## config.mk

```make
export PLATFORM = sky130hd
export DESIGN_NAME = file_transfer_message_deframer_core_flat
export DESIGN_NICKNAME = d
export VERILOG_FILES = /design/src/hw/rtl/ftmd_pkg.sv /design/src/hw/rtl/ftmd_byte_if.sv /design/src/hw/rtl/ftmd_result_if.sv /design/src/hw/rtl/ftmd_cfg_if.sv /design/src/hw/rtl/ftmd_step.sv /design/src/hw/rtl/file_transfer_message_deframer_core.sv /design/src/flat_wrapper.sv
export SDC_FILE = /design/constraint.sdc
export NUM_CORES = 1
export LEC_CHECK = 0
export BUFFER_PORTS_ARGS = -buffer_cell sky130_fd_sc_hd__buf_4
export CORE_ASPECT_RATIO = 1.1
export CORE_UTILIZATION = 45
export CTS_BUF_LIST = sky130_fd_sc_hd__clkbuf_8 sky130_fd_sc_hd__clkbuf_16
export DETAILED_ROUTE_END_ITERATION = 16
export PLACE_DENSITY = 0.61
export SYNTH_ARGS = -nofsm -noshare
export SYNTH_HDL_FRONTEND = slang
export SYNTH_HIERARCHICAL = 1
export SYNTH_SLANG_ARGS = --single-unit
```

## constraint.sdc

```tcl
create_clock -name clk -period 11.2 [get_ports clk]
set_input_delay 1.12 -clock clk [delete_from_list [all_inputs] [get_ports clk]]
set_output_delay 1.12 -clock clk [all_outputs]
set_load 0.1 [all_outputs]
```

## src/hw/rtl/ftmd_pkg.sv

```systemverilog
// Package: shared types and constants of the message deframer.
package ftmd_pkg;

    localparam int unsigned COUNT_W = 17;
    localparam logic [COUNT_W-1:0] COUNT_MAX = '1;

    // Opcodes
    localparam logic [3:0] OP_NONE  = 4'd0;
    localparam logic [3:0] OP_RRQ   = 4'd1;
    localparam logic [3:0] OP_WRQ   = 4'd2;
    localparam logic [3:0] OP_DATA  = 4'd3;
    localparam logic [3:0] OP_ACK   = 4'd4;
    localparam logic [3:0] OP_ERROR = 4'd5;
    localparam logic [3:0] OP_DIR   = 4'd6;
    localparam logic [3:0] OP_LOGIN = 4'd7;
    localparam logic [3:0] OP_MSG   = 4'd8;
    localparam logic [3:0] OP_BCAST = 4'd9;
    localparam logic [3:0] OP_DISC  = 4'd10;

    typedef enum logic [2:0] {
        KIND_START   = 3'd0,
        KIND_HEADER  = 3'd1,
        KIND_FLAG    = 3'd2,
        KIND_PAYLOAD = 3'd3,
        KIND_BAD     = 3'd4,
        KIND_TERM    = 3'd5
    } item_kind_t;

    typedef enum logic [2:0] {
        PH_HIGH = 3'b001,
        PH_LOW  = 3'b010,
        PH_BODY = 3'b100
    } phase_t;

    typedef struct packed {
        phase_t             phase;
        logic [7:0]         hold;
        logic [3:0]         opcode;
        logic [COUNT_W-1:0] count;
        logic [15:0]        size;
    } parse_state_t;

    typedef struct packed {
        logic       valid;
        logic [3:0] opcode;
        item_kind_t kind;
        logic       slot;
        logic [15:0] value;
        logic       last;
    } result_t;

endpackage

```

## src/hw/rtl/ftmd_byte_if.sv

```systemverilog
// Interface: received byte channel.
interface ftmd_byte_if;
    logic       valid;
    logic       ready;
    logic [7:0] byte_in;

    modport source (output valid, output byte_in, input ready);
    modport sink (input valid, input byte_in, output ready);
endinterface

```

## src/hw/rtl/ftmd_result_if.sv

```systemverilog
// Interface: deframer result channel.
interface ftmd_result_if;
    logic        valid;
    logic        ready;
    logic [3:0]  msg_opcode;
    logic [2:0]  item_kind;
    logic        field_slot;
    logic [15:0] value;
    logic        last;

    modport source (output valid, output msg_opcode, output item_kind, output field_slot,
                    output value, output last, input ready);
    modport sink (input valid, input msg_opcode, input item_kind, input field_slot,
                  input value, input last, output ready);
endinterface

```

## src/hw/rtl/ftmd_cfg_if.sv

```systemverilog
// Interface: terminator register write channel.
interface ftmd_cfg_if;
    logic       valid;
    logic       ready;
    logic [7:0] terminator_byte;

    modport source (output valid, output terminator_byte, input ready);
    modport sink (input valid, input terminator_byte, output ready);
endinterface

```

## src/hw/rtl/ftmd_step.sv

```systemverilog
// Combinational parse step: next parser state and result for one byte.
module ftmd_step (
    input  ftmd_pkg::parse_state_t state,
    input  logic [7:0]             byte_in,
    input  logic [7:0]             terminator,
    output ftmd_pkg::parse_state_t state_next,
    output ftmd_pkg::result_t      res
);

    logic [15:0]                    word;
    logic [ftmd_pkg::COUNT_W-1:0]   n;
    logic                           is_term;
    logic                           data_end;

    assign word     = {state.hold, byte_in};
    assign n        = state.count;
    assign is_term  = (byte_in == terminator);
    assign data_end = ((n - ftmd_pkg::COUNT_W'(3)) >= {1'b0, state.size});

    always_comb
    begin
        state_next = state;
        res        = '0;
        res.kind   = ftmd_pkg::KIND_START;
        unique case (state.phase)
            ftmd_pkg::PH_LOW:
            begin
                state_next.count = '0;
                res.valid        = 1'b1;
                if (word < 16'd1 || word > 16'(ftmd_pkg::OP_DISC))
                begin
                    state_next.opcode = ftmd_pkg::OP_NONE;
                    state_next.phase  = ftmd_pkg::PH_HIGH;
                    res.opcode        = ftmd_pkg::OP_NONE;
                    res.kind          = ftmd_pkg::KIND_BAD;
                    res.last          = 1'b1;
                end
                else
                begin
                    state_next.opcode = word[3:0];
                    res.opcode        = word[3:0];
                    if (word[3:0] == ftmd_pkg::OP_DIR || word[3:0] == ftmd_pkg::OP_DISC)
                    begin
                        state_next.phase = ftmd_pkg::PH_HIGH;
                        res.last         = 1'b1;
                    end
                    else
                    begin
                        state_next.phase = ftmd_pkg::PH_BODY;
                    end
                end
            end
            ftmd_pkg::PH_BODY:
            begin
                if (n != ftmd_pkg::COUNT_MAX)
                    state_next.count = n + 1'b1;
                res.opcode = state.opcode;
                unique case (state.opcode)
                    ftmd_pkg::OP_RRQ, ftmd_pkg::OP_WRQ, ftmd_pkg::OP_LOGIN, ftmd_pkg::OP_MSG:
                    begin
                        res.valid = 1'b1;
                        if (is_term)
                        begin
                            state_next.phase = ftmd_pkg::PH_HIGH;
                            state_next.count = '0;
                            res.kind         = ftmd_pkg::KIND_TERM;
                            res.last         = 1'b1;
                        end
                        else
                        begin
                            res.kind  = ftmd_pkg::KIND_PAYLOAD;
                            res.value = {8'd0, byte_in};
                        end
                    end
                    ftmd_pkg::OP_DATA:
                    begin
                        if (n == 'd0 || n == 'd2)
                        begin
                            state_next.hold = byte_in;
                        end
                        else if (n == 'd1)
                        begin
                            state_next.size = word;
                            res.valid       = 1'b1;
                            res.kind        = ftmd_pkg::KIND_HEADER;
                            res.value       = word;
                        end
                        else if (n == 'd3)
                        begin
                            res.valid = 1'b1;
                            res.kind  = ftmd_pkg::KIND_HEADER;
                            res.slot  = 1'b1;
                            res.value = word;
                            if (state.size == 16'd0)
                            begin
                                state_next.phase = ftmd_pkg::PH_HIGH;
                                state_next.count = '0;
                                res.last         = 1'b1;
                            end
                        end
                        else
                        begin
                            res.valid = 1'b1;
                            res.kind  = ftmd_pkg::KIND_PAYLOAD;
                            res.value = {8'd0, byte_in};
                            if (data_end)
                            begin
                                state_next.phase = ftmd_pkg::PH_HIGH;
                                state_next.count = '0;
                                res.last         = 1'b1;
                            end
                        end
                    end
                    ftmd_pkg::OP_ACK:
                    begin
                        if (n == 'd0)
                        begin
                            state_next.hold = byte_in;
                        end
                        else
                        begin
                            state_next.phase = ftmd_pkg::PH_HIGH;
                            state_next.count = '0;
                            res.valid        = 1'b1;
                            res.kind         = ftmd_pkg::KIND_HEADER;
                            res.value        = word;
                            res.last         = 1'b1;
                        end
                    end
                    ftmd_pkg::OP_ERROR:
                    begin
                        if (n == 'd0)
                        begin
                            state_next.hold = byte_in;
                        end
                        else if (n == 'd1)
                        begin
                            res.valid = 1'b1;
                            res.kind  = ftmd_pkg::KIND_HEADER;
                            res.value = word;
                        end
                        else
                        begin
                            res.valid = 1'b1;
                            if (is_term)
                            begin
                                state_next.phase = ftmd_pkg::PH_HIGH;
                                state_next.count = '0;
                                res.kind         = ftmd_pkg::KIND_TERM;
                                res.last         = 1'b1;
                            end
                            else
                            begin
                                res.kind  = ftmd_pkg::KIND_PAYLOAD;
                                res.value = {8'd0, byte_in};
                            end
                        end
                    end
                    ftmd_pkg::OP_BCAST:
                    begin
                        res.valid = 1'b1;
                        if (n == 'd0)
                        begin
                            res.kind  = ftmd_pkg::KIND_FLAG;
                            res.value = {8'd0, byte_in};
                        end
                        else if (is_term)
                        begin
                            state_next.phase = ftmd_pkg::PH_HIGH;
                            state_next.count = '0;
                            res.kind         = ftmd_pkg::KIND_TERM;
                            res.last         = 1'b1;
                        end
                        else
                        begin
                            res.kind  = ftmd_pkg::KIND_PAYLOAD;
                            res.value = {8'd0, byte_in};
                        end
                    end
                    default:
                    begin
                        // opcode without a body: drop the byte and resync
                        state_next.phase = ftmd_pkg::PH_HIGH;
                        state_next.count = '0;
                    end
                endcase
            end
            default:
            begin
                state_next.hold  = byte_in;
                state_next.phase = ftmd_pkg::PH_LOW;
            end
        endcase
    end

endmodule

```

## src/hw/rtl/file_transfer_message_deframer_core.sv

```systemverilog
// Top level: message deframer with input register, parse step and result register.
//
// Channel       Dir  Payload                                          Accepted when
// byte_stream   in   byte_in[7:0]                                     valid && ready
// result        out  msg_opcode, item_kind, field_slot, value, last   valid && ready
// cfg           in   terminator_byte[7:0]                             valid && ready
//
// One byte per cycle sustained while result is not stalled; an accepted byte is registered, then its result.
// The parse step sits between the input register and the result register.
// Bytes that give no result pass through without occupying the result register.
// rst_n clears parser state, terminator (to zero) and both valid flags.
// A stalled result holds both stages; byte_stream.ready drops once the input register is full.
module file_transfer_message_deframer_core (
    input  logic                 clk,
    input  logic                 rst_n,
    ftmd_byte_if.sink            byte_stream,
    ftmd_result_if.source        result,
    ftmd_cfg_if.sink             cfg
);

    logic                   in_valid_reg;
    logic [7:0]             in_byte_reg;
    logic                   out_valid_reg;
    ftmd_pkg::result_t      out_res_reg;
    ftmd_pkg::parse_state_t state_reg;
    ftmd_pkg::parse_state_t state_next;
    ftmd_pkg::result_t      step_res;
    logic [7:0]             term_reg;
    logic                   advance;

    assign advance           = !out_valid_reg || result.ready;
    assign byte_stream.ready = !in_valid_reg || advance;
    assign cfg.ready         = 1'b1;

    ftmd_step u_step (
        .state      (state_reg),
        .byte_in    (in_byte_reg),
        .terminator (term_reg),
        .state_next (state_next),
        .res        (step_res)
    );

    always_ff @(posedge clk or negedge rst_n)
    begin
        if (!rst_n)
        begin
            term_reg <= 8'd0;
        end
        else if (cfg.valid)
        begin
            term_reg <= cfg.terminator_byte;
        end
    end

    always_ff @(posedge clk or negedge rst_n)
    begin
        if (!rst_n)
        begin
            in_valid_reg <= 1'b0;
        end
        else if (byte_stream.valid && byte_stream.ready)
        begin
            in_valid_reg <= 1'b1;
        end
        else if (advance)
        begin
            in_valid_reg <= 1'b0;
        end
    end

    always_ff @(posedge clk)
    begin
        if (byte_stream.valid && byte_stream.ready)
            in_byte_reg <= byte_stream.byte_in;
    end

    always_ff @(posedge clk or negedge rst_n)
    begin
        if (!rst_n)
        begin
            state_reg <= '{phase: ftmd_pkg::PH_HIGH, hold: 8'd0, opcode: ftmd_pkg::OP_NONE,
                           count: '0, size: 16'd0};
            out_valid_reg <= 1'b0;
        end
        else if (advance)
        begin
            if (in_valid_reg)
            begin
                state_reg     <= state_next;
                out_valid_reg <= step_res.valid;
            end
            else
            begin
                out_valid_reg <= 1'b0;
            end
        end
    end

    always_ff @(posedge clk)
    begin
        if (advance && in_valid_reg)
            out_res_reg <= step_res;
    end

    assign result.valid      = out_valid_reg;
    assign result.msg_opcode = out_res_reg.opcode;
    assign result.item_kind  = out_res_reg.kind;
    assign result.field_slot = out_res_reg.slot;
    assign result.value      = out_res_reg.value;
    assign result.last       = out_res_reg.last;

endmodule

```

## src/flat_wrapper.sv

```systemverilog
// flat-port wrapper written by rule: the top's interface ports become plain ports
module file_transfer_message_deframer_core_flat 
  (clk, rst_n, byte_stream_valid, byte_stream_byte_in, byte_stream_ready, result_valid, result_msg_opcode, result_item_kind, result_field_slot, result_value, result_last, result_ready, cfg_valid, cfg_terminator_byte, cfg_ready);
  ftmd_byte_if byte_stream_i ();
  ftmd_result_if result_i ();
  ftmd_cfg_if cfg_i ();
  input  logic clk;
  input  logic rst_n;
  input wire logic [$bits(byte_stream_i.valid)-1:0] byte_stream_valid;
  input wire logic [$bits(byte_stream_i.byte_in)-1:0] byte_stream_byte_in;
  output wire logic [$bits(byte_stream_i.ready)-1:0] byte_stream_ready;
  output wire logic [$bits(result_i.valid)-1:0] result_valid;
  output wire logic [$bits(result_i.msg_opcode)-1:0] result_msg_opcode;
  output wire logic [$bits(result_i.item_kind)-1:0] result_item_kind;
  output wire logic [$bits(result_i.field_slot)-1:0] result_field_slot;
  output wire logic [$bits(result_i.value)-1:0] result_value;
  output wire logic [$bits(result_i.last)-1:0] result_last;
  input wire logic [$bits(result_i.ready)-1:0] result_ready;
  input wire logic [$bits(cfg_i.valid)-1:0] cfg_valid;
  input wire logic [$bits(cfg_i.terminator_byte)-1:0] cfg_terminator_byte;
  output wire logic [$bits(cfg_i.ready)-1:0] cfg_ready;
  assign byte_stream_i.valid = byte_stream_valid;
  assign byte_stream_i.byte_in = byte_stream_byte_in;
  assign byte_stream_ready = byte_stream_i.ready;
  assign result_valid = result_i.valid;
  assign result_msg_opcode = result_i.msg_opcode;
  assign result_item_kind = result_i.item_kind;
  assign result_field_slot = result_i.field_slot;
  assign result_value = result_i.value;
  assign result_last = result_i.last;
  assign result_i.ready = result_ready;
  assign cfg_i.valid = cfg_valid;
  assign cfg_i.terminator_byte = cfg_terminator_byte;
  assign cfg_ready = cfg_i.ready;
  file_transfer_message_deframer_core u_core (.clk(clk), .rst_n(rst_n), .byte_stream(byte_stream_i), .result(result_i), .cfg(cfg_i));
endmodule
```

==> impl_metrics.yaml, run 1 <==
detailed_routing:
  via_count: 4173
  vias_per_cell: 5.716
  wl_met2_mm: 6.377
  wl_per_cell_um: 17.62
  wirelength_mm: 12.86
  m1WireLength_mm: 5.799
  first_pass_iters: 5
  dr.first_iter.drc_count: 203
  dr.max_layer_used: "met4"
  met3_length_um: 526
  drc: 0
  ant_nets: 0
die:
  floorplan.initialDensity_pct: 45.97
  die_area_um2: 13260
  die_y_um: 120.7
  pin_count: 49
  num_rows: 43
  core_um2: 12540
  dieWidth_um: 109.9
clock_network:
  cts.sinks: 91
  cts_buffers: 9
  clk_pin_slew_ps: 70
  cts_tree: "built"
  ctsHoldBuffers: 0
  cts_buffer_depth: 2
  root_buffer: "clkbuf_16"
  cts_setup_buffers: 0
  insertion_delay_ps: 350
  cts.repair.resized: 0
  h-tree-depth: 3
placed_design:
  dp.cells: 714
  io_buffers: 47
  place_hpwl_mm: 9.349
  place.gp.congestion: 0.9090
yosys:
  dominantRegCellSynth: "dfrtp_1"
  ys_ff_latch: 91
  syn-cell-area_um2: 5763
  yosys.area.top_type: "dfrtp_1"
  ys_async_sr_fraction_pct: 63.74
  syn-num-nets: 582
  ys_top_cells_by_area: "dfrtp_1 (25%), edfxtp_1 (17%), mux2_2 (14%)"
  synth.avg_cell_area_um2: 10.65
  ys_seq_area_share_pct: 42.40
  synth_top_area_share_pct: 24.75
  syn-instance-count: 541
  synth_edf_count: 33
  synth_cell_types: 67
  ys_warn_count: 6
worst_setup_path:
  crit_chain: "ha_1, nor3_1, nand2_1, nor3_1, xor2_1, ha_1, nand4_1, nor4_1, nor2_1, o32ai_1, o211ai_1, a2bb2oi_4, nor2_2, a311o_1, mux2_2"
  cp.arrival_ps: 4740
  cp_max_fo: 22
  crit_family: "simple AND/OR/NAND/NOR gates"
  critPathKind: "flip-flop to flip-flop"
  cp-startpoint: "u_core/state_reg[16]$_DFFE_PN0P_"
  slowest_stage: "a2bb2oi_4"
  critPathLaunchType: "flip-flop"
  crit_buf_inv: 0
  critPathRequiredTime_ps: 11440
  cp-end-kind: "flip-flop"
  reg2reg_from: "u_core/state_reg[16]$_DFFE_PN0P_"
  critPathMaxStageDelay_ps: 520
power:
  ir_drop_mv: 0.1731
  clockPowerShare_pct: 26.5
  leakagePower_nw: 2.758
  switching_share_pct: 38.62
  internal-power_mw: 0.6625
  p_total_mw: 1.079
  power_switching_mw: 0.4169
  power_frac_seq_pct: 40.5
  power.density_nw_per_um2: 167.8
  power_frac_comb_pct: 33.0
timing:
  tns_ps: 0
  skew_ps: 6.265
  tightest_slew_ps: 931.9
  period_share_pct: 40.16
  fmax_mhz: 222.3
  hold_violations: 0
  rsz0062_at_grt: "false"
  slew_headroom_pct: 37.80
  slew_viol_final: 0
  post-route-min-period_ps: 4498
  fin_hold_ws_ps: 533.3
  setup_viol_count_final: 0
final_layout:
  final_common_cell: "mux2_2"
  area_delta_synth_final_pct: 11.62
  final_cell_mix: "mux2_2 (71), dfrtp_1 (57), buf_4 (50)"
  drive_gt1_share_pct: 28.80
  largest_register_ffs: 48
  layout.nets: 609
  multi_input_area_um2: 3050
  diodes: 0
  final_util_pct: 51.31
  fin_cells: 730
  fill_cells: 1154
  regArea_um2: 2444
grt:
  gr-total-overflow: 0
  grt_pass1_vias: 4016
  grt.total_usage_pct: 20.87
  antenna_found_initial: 0
  grt_pass1_wl_mm: 20.84
  grt_max_degree: 59
hold_path:
  min_from: "u_core/in_valid_reg$_DFFE_PN0P_"
  hp-class: "flip-flop to flip-flop"
flow_run:
  drv_cap: 0
status:
  status: "finished clean"
power by group through the flow:
stage / Clock (mW) / Combinational, mW / Sequential (mW)
floorplan: 0 / 0.155 / 0.565
global placement: 0 / 0.354 / 0.442
detailed placement: 0 / 0.359 / 0.444
CTS: 0.293 / 0.359 / 0.437
global route: 0.310 / 0.375 / 0.443
finish: 0.286 / 0.357 / 0.437
cell usage after synthesis (4+ instances only):
master / instances
mux2_2: 71
dfrtp_1: 57
nand2_1: 42
edfxtp_1: 33
nor2_1: 25
inv_1: 24
xor2_1: 22
and2_1: 21
o21ai_0: 21
ha_1: 20
nor4_1: 18
clkbuf_1: 17
a21oi_1: 15
nand4_1: 12
nor3_1: 12
buf_2: 11
nand3_1: 10
mux2_4: 9
a21o_1: 8
a22o_1: 7
o31ai_1: 7
and3_1: 5
nand2b_1: 5
buf_6: 4
xnor2_1: 4
through the flow:
step	area, µm²	setup slack [ps]
floorplan	5763	7481
global placement	6156	6970
detailed placement	6156	6709
CTS	6432	6706
global route	6432	6379
finish	6432	6702
cell type report:
type                            count  share of cell area, %
Multi-Input combinational cell    392                  47.42
Sequential cell                    91                  37.99
Timing Repair Buffer               50                  5.835
Clock buffer                        9                  3.501
Tap cell                          157                  3.054
Inverter                           24                  1.401
Clock inverter                      7                 0.7975
routing by layer:
layer / GRT usage [%] / up-vias
li1: - / 2026
met1: 26.74 / 2055
met2: 34.49 / 77
met3: 5.121 / 15
met4: 6.083 / 0
met5: 0 / -
logic make-up after synthesis:
kind of cell	share of synthesized area, %
AND/OR/NAND/NOR	17.78
flip-flops	42.40
AO/OA/AOI/OAI	10.40
multiplexers	16.39
buffers and inverters	4.668
XOR/XNOR	3.951
adder cells (fa/ha/maj)	4.342
other	0.06507
worst paths after layout:
check / end / cells past startpoint / slack, ps
setup / recovery: u_core/state_reg[19]$_DFFE_PN0P_ / 15 / 6700
hold / removal: u_core/result.valid$_DFFE_PN0P_ / 2 / 530
setup reg to reg: u_core/state_reg[19]$_DFFE_PN0P_ / 15 / 6700
hold reg to reg: u_core/result.valid$_DFFE_PN0P_ / 2 / 530
max in group asynchronous: u_core/term_reg[0]$_DFFE_PN0P_ / 1 / 9840
min in group asynchronous: u_core/state_reg[23]$_DFFE_PN0P_ / 1 / 850
worst register-to-register path: cells and delay by family, from the launching register on:
family / cells / cell delay, ps
mux: 1 / 250
xor+xnor: 1 / 120
simple gates: 7 / 1530
fa+ha+maj: 2 / 710
compound gates: 4 / 1280
flops: 1 / 500
Power figures use the tool's default switching activity.
==> inputs of run 2 (changes only) <==
--- a/config.mk
+++ b/config.mk
@@ -10,7 +10,7 @@
 export CORE_UTILIZATION = 45
 export CTS_BUF_LIST = sky130_fd_sc_hd__clkbuf_8 sky130_fd_sc_hd__clkbuf_16
 export DETAILED_ROUTE_END_ITERATION = 16
-export PLACE_DENSITY = 0.61
+export PLACE_DENSITY = 0.63
 export SYNTH_ARGS = -nofsm -noshare
 export SYNTH_HDL_FRONTEND = slang
 export SYNTH_HIERARCHICAL = 1
==> constraint.sdc (replaced) <==
create_clock -name clk -period 3.63 [get_ports clk]
set_input_delay 0.363 -clock clk [delete_from_list [all_inputs] [get_ports clk]]
set_output_delay 0.363 -clock clk [all_outputs]
set_load 0.1 [all_outputs]
==> run 2 against run 1 <==
Net effect:
- the flow now finishes with violations (setup timing)
- sequential share of layout area fell by 2.3 points
- maximum frequency rose by 23%
- register-to-register slack got worse by 6700 ps
- final area rose by 6.6%
- clock skew rose by 0.69 ps
- via count rose by 5.7%
- hold slack got worse by 440 ps
- clock power rose to 3.1 times the previous value
- combinational power rose to 3.2 times the previous value
==> impl_metrics.yaml, run 2 (synthesized netlist as in run 1, its figures left out) <==
grt:
  grt_pass1_wl_mm: 23.18
  grt_max_degree: 59
  grt_pass1_vias: 4456
  grt.total_usage_pct: 23.05
  gr-total-overflow: 0
  antenna_found_initial: 0
power:
  p_total_mw: 3.385
  power_switching_mw: 1.318
  switching_share_pct: 38.93
  internal-power_mw: 2.068
  power_frac_comb_pct: 33.7
  power.density_nw_per_um2: 493.8
  power_frac_seq_pct: 39.8
  clockPowerShare_pct: 26.6
  ir_drop_mv: 0.5087
  leakagePower_nw: 2.981
timing:
  setup_viol_count_final: 1
  slew_headroom_pct: 43.46
  period_share_pct: 100.6
  rsz0062_at_grt: "true"
  fmax_mhz: 273.9
  fin_hold_ws_ps: 92.84
  skew_ps: 6.958
  post-route-min-period_ps: 3651
  fin_ws_ps: -20.65
  hold_violations: 0
  slew_viol_final: 0
  tns_ps: -20.65
  tightest_slew_ps: 845.1
die:
  dieWidth_um: 109.9
  floorplan.initialDensity_pct: 45.97
  die_y_um: 120.7
  core_um2: 12540
  die_area_um2: 13260
  pin_count: 49
  num_rows: 43
worst_setup_path:
  cp-end-kind: "flip-flop"
  reg2reg_from: "u_core/state_reg[23]$_DFFE_PN0P_"
  ff2ff_path_depth: 16
  timing.rr.end: "u_core/state_reg[25]$_DFFE_PN0P_"
  cp.arrival_ps: 3890
  cp_max_fo: 10
  r2r_setup_slack_ps: -20
  critPathKind: "flip-flop to flip-flop"
  critPathRequiredTime_ps: 3870
  cp-startpoint: "u_core/state_reg[23]$_DFFE_PN0P_"
  critPathLaunchType: "flip-flop"
  endpoint: "u_core/state_reg[25]$_DFFE_PN0P_"
placed_design:
  io_buffers: 47
  place_hpwl_mm: 10.22
  dpl_worst_slack_ps: -89.24
  place.gp.congestion: 0.8912
hold_path:
  hp-class: "primary input to asynchronous set/reset pin"
flow_run:
  drv_cap: 0
final_layout:
  layout.nets: 643
  fill_cells: 1121
  final_common_cell: "buf_4"
  final_cell_mix: "buf_4 (80), mux2_2 (70), dfrtp_1 (57)"
  regArea_um2: 2444
  final_util_pct: 54.69
  largest_register_ffs: 48
  drive_gt1_share_pct: 35.58
  diodes: 0
  area_delta_synth_final_pct: 18.95
  multi_input_area_um2: 3174
clock_network:
  cts_tree: "built"
  root_buffer: "clkbuf_16"
  cts_buffer_depth: 2
  cts.sinks: 91
  h-tree-depth: 3
  cts_buffers: 9
  clk_pin_slew_ps: 70
  insertion_delay_ps: 350
  ctsHoldBuffers: 0
detailed_routing:
  first_pass_iters: 4
  wirelength_mm: 13.99
  dr.first_iter.drc_count: 159
  vias_per_cell: 5.772
  ant_nets: 0
  drc: 0
  wl_per_cell_um: 18.31
  via_count: 4410
status:
  violations: "setup timing"
  status: "finished with violations"
## run 2: what timing repair did
item / CTS / global route
endpoints found under the setup margin: 16 / 17
buffers inserted: 2 / 0
resized for setup: 10 / 18
pin swaps: 3 / 12
## run 2: routing by layer
metal,vias up,GRT usage [%],routed length [µm]
met1,2199,30.82,6305
met4,0,8.667,194
li1,2095,-,-
met3,11,2.911,513
met5,-,0,0
met2,105,37.73,6975
## run 2: worst min-delay path by stage
stage / to / slack [ps] / cells past startpoint
2_1_floorplan: u_core/in_valid_reg$_DFFE_PN0P_ / 70 / 0
3_3_place_gp: u_core/in_valid_reg$_DFFE_PN0P_ / 490 / 1
4_1_cts: u_core/in_valid_reg$_DFFE_PN0P_ / 130 / 1
3_5_place_dp: u_core/in_valid_reg$_DFFE_PN0P_ / 510 / 1
5_1_grt: u_core/result.valid$_DFFE_PN0P_ / 170 / 1
6_report: u_core/in_valid_reg$_DFFE_PN0P_ / 90 / 1
## run 2: final cells by class
class / instances / area share, %
timing repair buffer: 84 / 9.673
inverter: 24 / 1.314
multi-input combinational: 392 / 46.30
tap: 157 / 2.865
sequential: 91 / 35.65
clock buffer: 9 / 3.285
clock inverter: 7 / 0.9126
## run 2: power by group through the flow
stage	Combinational, mW	Clock [mW]	Sequential [mW]
2_1_floorplan	0.480	0	1.74
3_5_place_dp	1.14	0	1.36
6_report	1.14	0.900	1.35
3_3_place_gp	1.12	0	1.36
4_1_cts	1.14	0.927	1.35
5_1_grt	1.20	0.969	1.36
## run 2: critical path: stages (launching register included)
cell	delay, ps
dfrtp_1	420
nor4_4	410
nand3_2	180
nor4_2	200
xor2_1	120
ha_1	310
nand4_1	140
nor4_1	290
nor2_1	90
o32ai_2	190
o211ai_1	170
a2bb2oi_4	200
buf_12	140
buf_12	120
o31ai_1	80
a22o_1	210
mux2_2	260
## run 2: metrics by stage
stage	instance area (µm²)	instances
5_1_grt	6855	764
2_1_floorplan	5768	541
4_1_cts	6774	764
6_report	6855	764
3_3_place_gp	6414	746
3_5_place_dp	6414	746
==> inputs of run 3 (changes only) <==
--- a/config.mk
+++ b/config.mk
@@ -5,12 +5,13 @@
 export SDC_FILE = /design/constraint.sdc
 export NUM_CORES = 1
 export LEC_CHECK = 0
+export ABC_AREA = 1
 export BUFFER_PORTS_ARGS = -buffer_cell sky130_fd_sc_hd__buf_4
 export CORE_ASPECT_RATIO = 1.1
 export CORE_UTILIZATION = 45
 export CTS_BUF_LIST = sky130_fd_sc_hd__clkbuf_8 sky130_fd_sc_hd__clkbuf_16
 export DETAILED_ROUTE_END_ITERATION = 16
-export PLACE_DENSITY = 0.63
+export PLACE_DENSITY = 0.61
 export SYNTH_ARGS = -nofsm -noshare
 export SYNTH_HDL_FRONTEND = slang
 export SYNTH_HIERARCHICAL = 1
==> constraint.sdc (replaced) <==
create_clock -name clk -period 4.6 [get_ports clk]
set_input_delay 0.46 -clock clk [delete_from_list [all_inputs] [get_ports clk]]
set_output_delay 0.46 -clock clk [all_outputs]
set_load 0.1 [all_outputs]
==> run 3 against run 2 <==
Net effect:
- the flow now finishes without violations
- cell count grew 36%
- count of clock-buffer cells in the layout is the same
- sequential share of layout area is 0.28 points lower
- critical path depth is 6 higher
- hold slack better by 71 ps
- via count increased by 24%
- combinational power shrank 22%
- power down 22%
- final area up 0.80%
- synthesized cell count rose by 52%
- global-route usage increased by 0.60 points
- setup slack better by 1100 ps
- critical path type unchanged
==> impl_metrics.yaml, run 3 <==
status:
  status: "finished clean"
timing:
  skew_ps: 7.482
  hold_violations: 0
  tns_ps: 0
  tightest_slew_ps: 1038
  setup_viol_count_final: 0
  slew_viol_final: 0
  rsz0062_at_grt: "false"
  slew_headroom_pct: 30.71
  post-route-min-period_ps: 3535
  fin_ws_ps: 1065
  period_share_pct: 76.85
  fmax_mhz: 282.9
final_layout:
  diodes: 0
  area_delta_synth_final_pct: 10.35
  final_cell_mix: "nand2_1 (258), inv_1 (92), nand3_1 (83)"
  drive_gt1_share_pct: 14.77
  final_common_cell: "nand2_1"
  largest_register_ffs: 48
  final_util_pct: 51.66
  fill_cells: 1297
  layout.nets: 889
yosys:
  ys_top_cells_by_area: "dfrtp_1 (23%), edfxtp_1 (16%), nand2_1 (15%)"
  synth_top_area_share_pct: 22.78
  ys_ff_latch: 91
  yosys.area.top_type: "dfrtp_1"
  ys_top_cells_by_count: "nand2_1 (258), inv_1 (91), nand3_1 (83)"
  ys_async_sr_fraction_pct: 63.74
  synth_edf_count: 33
  ys_seq_area_share_pct: 39.02
  dominantRegCellSynth: "dfrtp_1"
  synth_cell_types: 52
  ys_warn_count: 6
  post-synth-top-count-cell: "nand2_1"
  syn-instance-count: 825
  synth.avg_cell_area_um2: 7.591
  syn-num-nets: 866
  syn-cell-area_um2: 6262
grt:
  grt_max_degree: 59
  grt.total_usage_pct: 23.65
  grt_pass1_vias: 5240
  grt_pass1_wl_mm: 26.34
  antenna_found_initial: 0
  gr-total-overflow: 0
power:
  ir_drop_mv: 0.2297
  p_total_mw: 2.638
  power.density_nw_per_um2: 381.7
  leakagePower_nw: 3.328
flow_run:
  drv_cap: 0
clock_network:
  cts_buffers: 9
  cts_buffer_depth: 2
  cts_setup_buffers: 0
  root_buffer: "clkbuf_16"
  h-tree-depth: 3
  cts_tree: "built"
  cts.sinks: 91
  ctsHoldBuffers: 0
  cts.repair.resized: 0
  insertion_delay_ps: 360
  clk_pin_slew_ps: 70
die:
  floorplan.initialDensity_pct: 46.81
  die_y_um: 125.7
  core_um2: 13380
  pin_count: 49
  die_area_um2: 14390
  num_rows: 44
  dieWidth_um: 114.5
worst_setup_path:
  cp_max_fo: 18
  critPathLaunchType: "flip-flop"
  critPathMaxStageDelay_ps: 470
  slowest_stage: "dfrtp_1"
  cp.arrival_ps: 3830
  cpMostUsedCell: "nand2_1"
  crit_chain: "inv_2, nand2_1, nor3_2, nand2_1, nor3_1, nand3_1, nor3_2, nand3_1, xor2_1, ha_1, nand2_1, nor2_1, a41o_1, nor2_1, nand2_1, nand2_1, nand3_2, nand2_8, nand3_1, nand2_1, nand3_1, nand2_1"
  cp-end-kind: "flip-flop"
  critPathRequiredTime_ps: 4890
  critPathKind: "flip-flop to flip-flop"
detailed_routing:
  via_count: 5470
  vias_per_cell: 5.275
  ant_nets: 0
  dr.first_iter.drc_count: 326
  wl_per_cell_um: 15.41
  first_pass_iters: 4
  wirelength_mm: 15.98
  drc: 0
placed_design:
  io_buffers: 47
  place.gp.congestion: 0.8973
  dpl_worst_slack_ps: 1096
  place_hpwl_mm: 11.29
hold_path:
  hp-class: "primary input to asynchronous set/reset pin"
-- run 3: worst max-delay path, delay by kind of cell, from the launching register on --
kind / cells / cell delay [ps]
simple gates: 18 / 2190
xor+xnor: 1 / 160
flops: 1 / 470
compound gates: 1 / 230
fa+ha+maj: 1 / 310
buf+inv: 1 / 120
-- run 3: power breakdown --
part / internal [mW] / switching, mW / total (mW)
clock: 0.371 / 0.340 / 0.710
sequential: 0.963 / 0.0777 / 1.04
combinational: 0.180 / 0.707 / 0.887
total: 1.51 / 1.12 / 2.64
-- run 3: cell type report --
type,count,area [µm²],area share [%]
multi-input combinational,592,3187,46.12
sequential,91,2444,35.36
timing repair buffer,52,390.4,5.649
inverter,102,382.9,5.540
tap,184,230.2,3.332
clock buffer,9,225.2,3.259
clock inverter,7,51.30,0.7423
-- run 3: cell families after synthesis --
group / Yosys count / synth area share [%]
buffers and inverters: 142 / 10.17
other: 1 / 0.05988
adder cells (fa/ha/maj): 20 / 3.996
AND/OR/NAND/NOR: 457 / 34.19
flip-flops: 91 / 39.02
XOR/XNOR: 32 / 4.476
AO/OA/AOI/OAI: 82 / 8.092
-- run 3: worst paths after layout --
check,from,endpoint,slack (ps),cells past startpoint
min in group clk,byte_stream_byte_in[0],u_core/in_byte_reg[0]$_DFFE_PP_,270,1
min,rst_n,u_core/term_reg[5]$_DFFE_PN0P_,160,1
max reg2reg,u_core/state_reg[18]$_DFFE_PN0P_,u_core/state_reg[17]$_DFFE_PN0P_,1060,22
max in group asynchronous,rst_n,u_core/state_reg[36]$_DFFE_PN0P_,3890,1
min reg2reg,u_core/state_reg[47]$_DFFE_PN0P_,u_core/state_reg[47]$_DFFE_PN0P_,470,2
max,u_core/state_reg[18]$_DFFE_PN0P_,u_core/state_reg[17]$_DFFE_PN0P_,1060,22
-- run 3: stage by stage --
| stage | hold WS [ps] | instance area, µm² | std cells |
|---|---|---|---|
| 2_1_floorplan | 164.4 | 6262 | 825 |
| 3_3_place_gp | 454.6 | 6634 | 1021 |
| 3_5_place_dp | 459.0 | 6634 | 1021 |
| 4_1_cts | 202.5 | 6910 | 1037 |
| 5_1_grt | 235.5 | 6910 | 1037 |
| 6_report | 164.3 | 6910 | 1037 |
-- run 3: metal layers --
layer / vias to the layer above / routed length (µm) / GRT usage [%]
met5: - / 0 / 0
met4: 0 / 294 / 9.015
met3: 19 / 663 / 3.272
met2: 124 / 7785 / 40.39
met1: 2603 / 7240 / 30.22
li1: 2724 / - / -
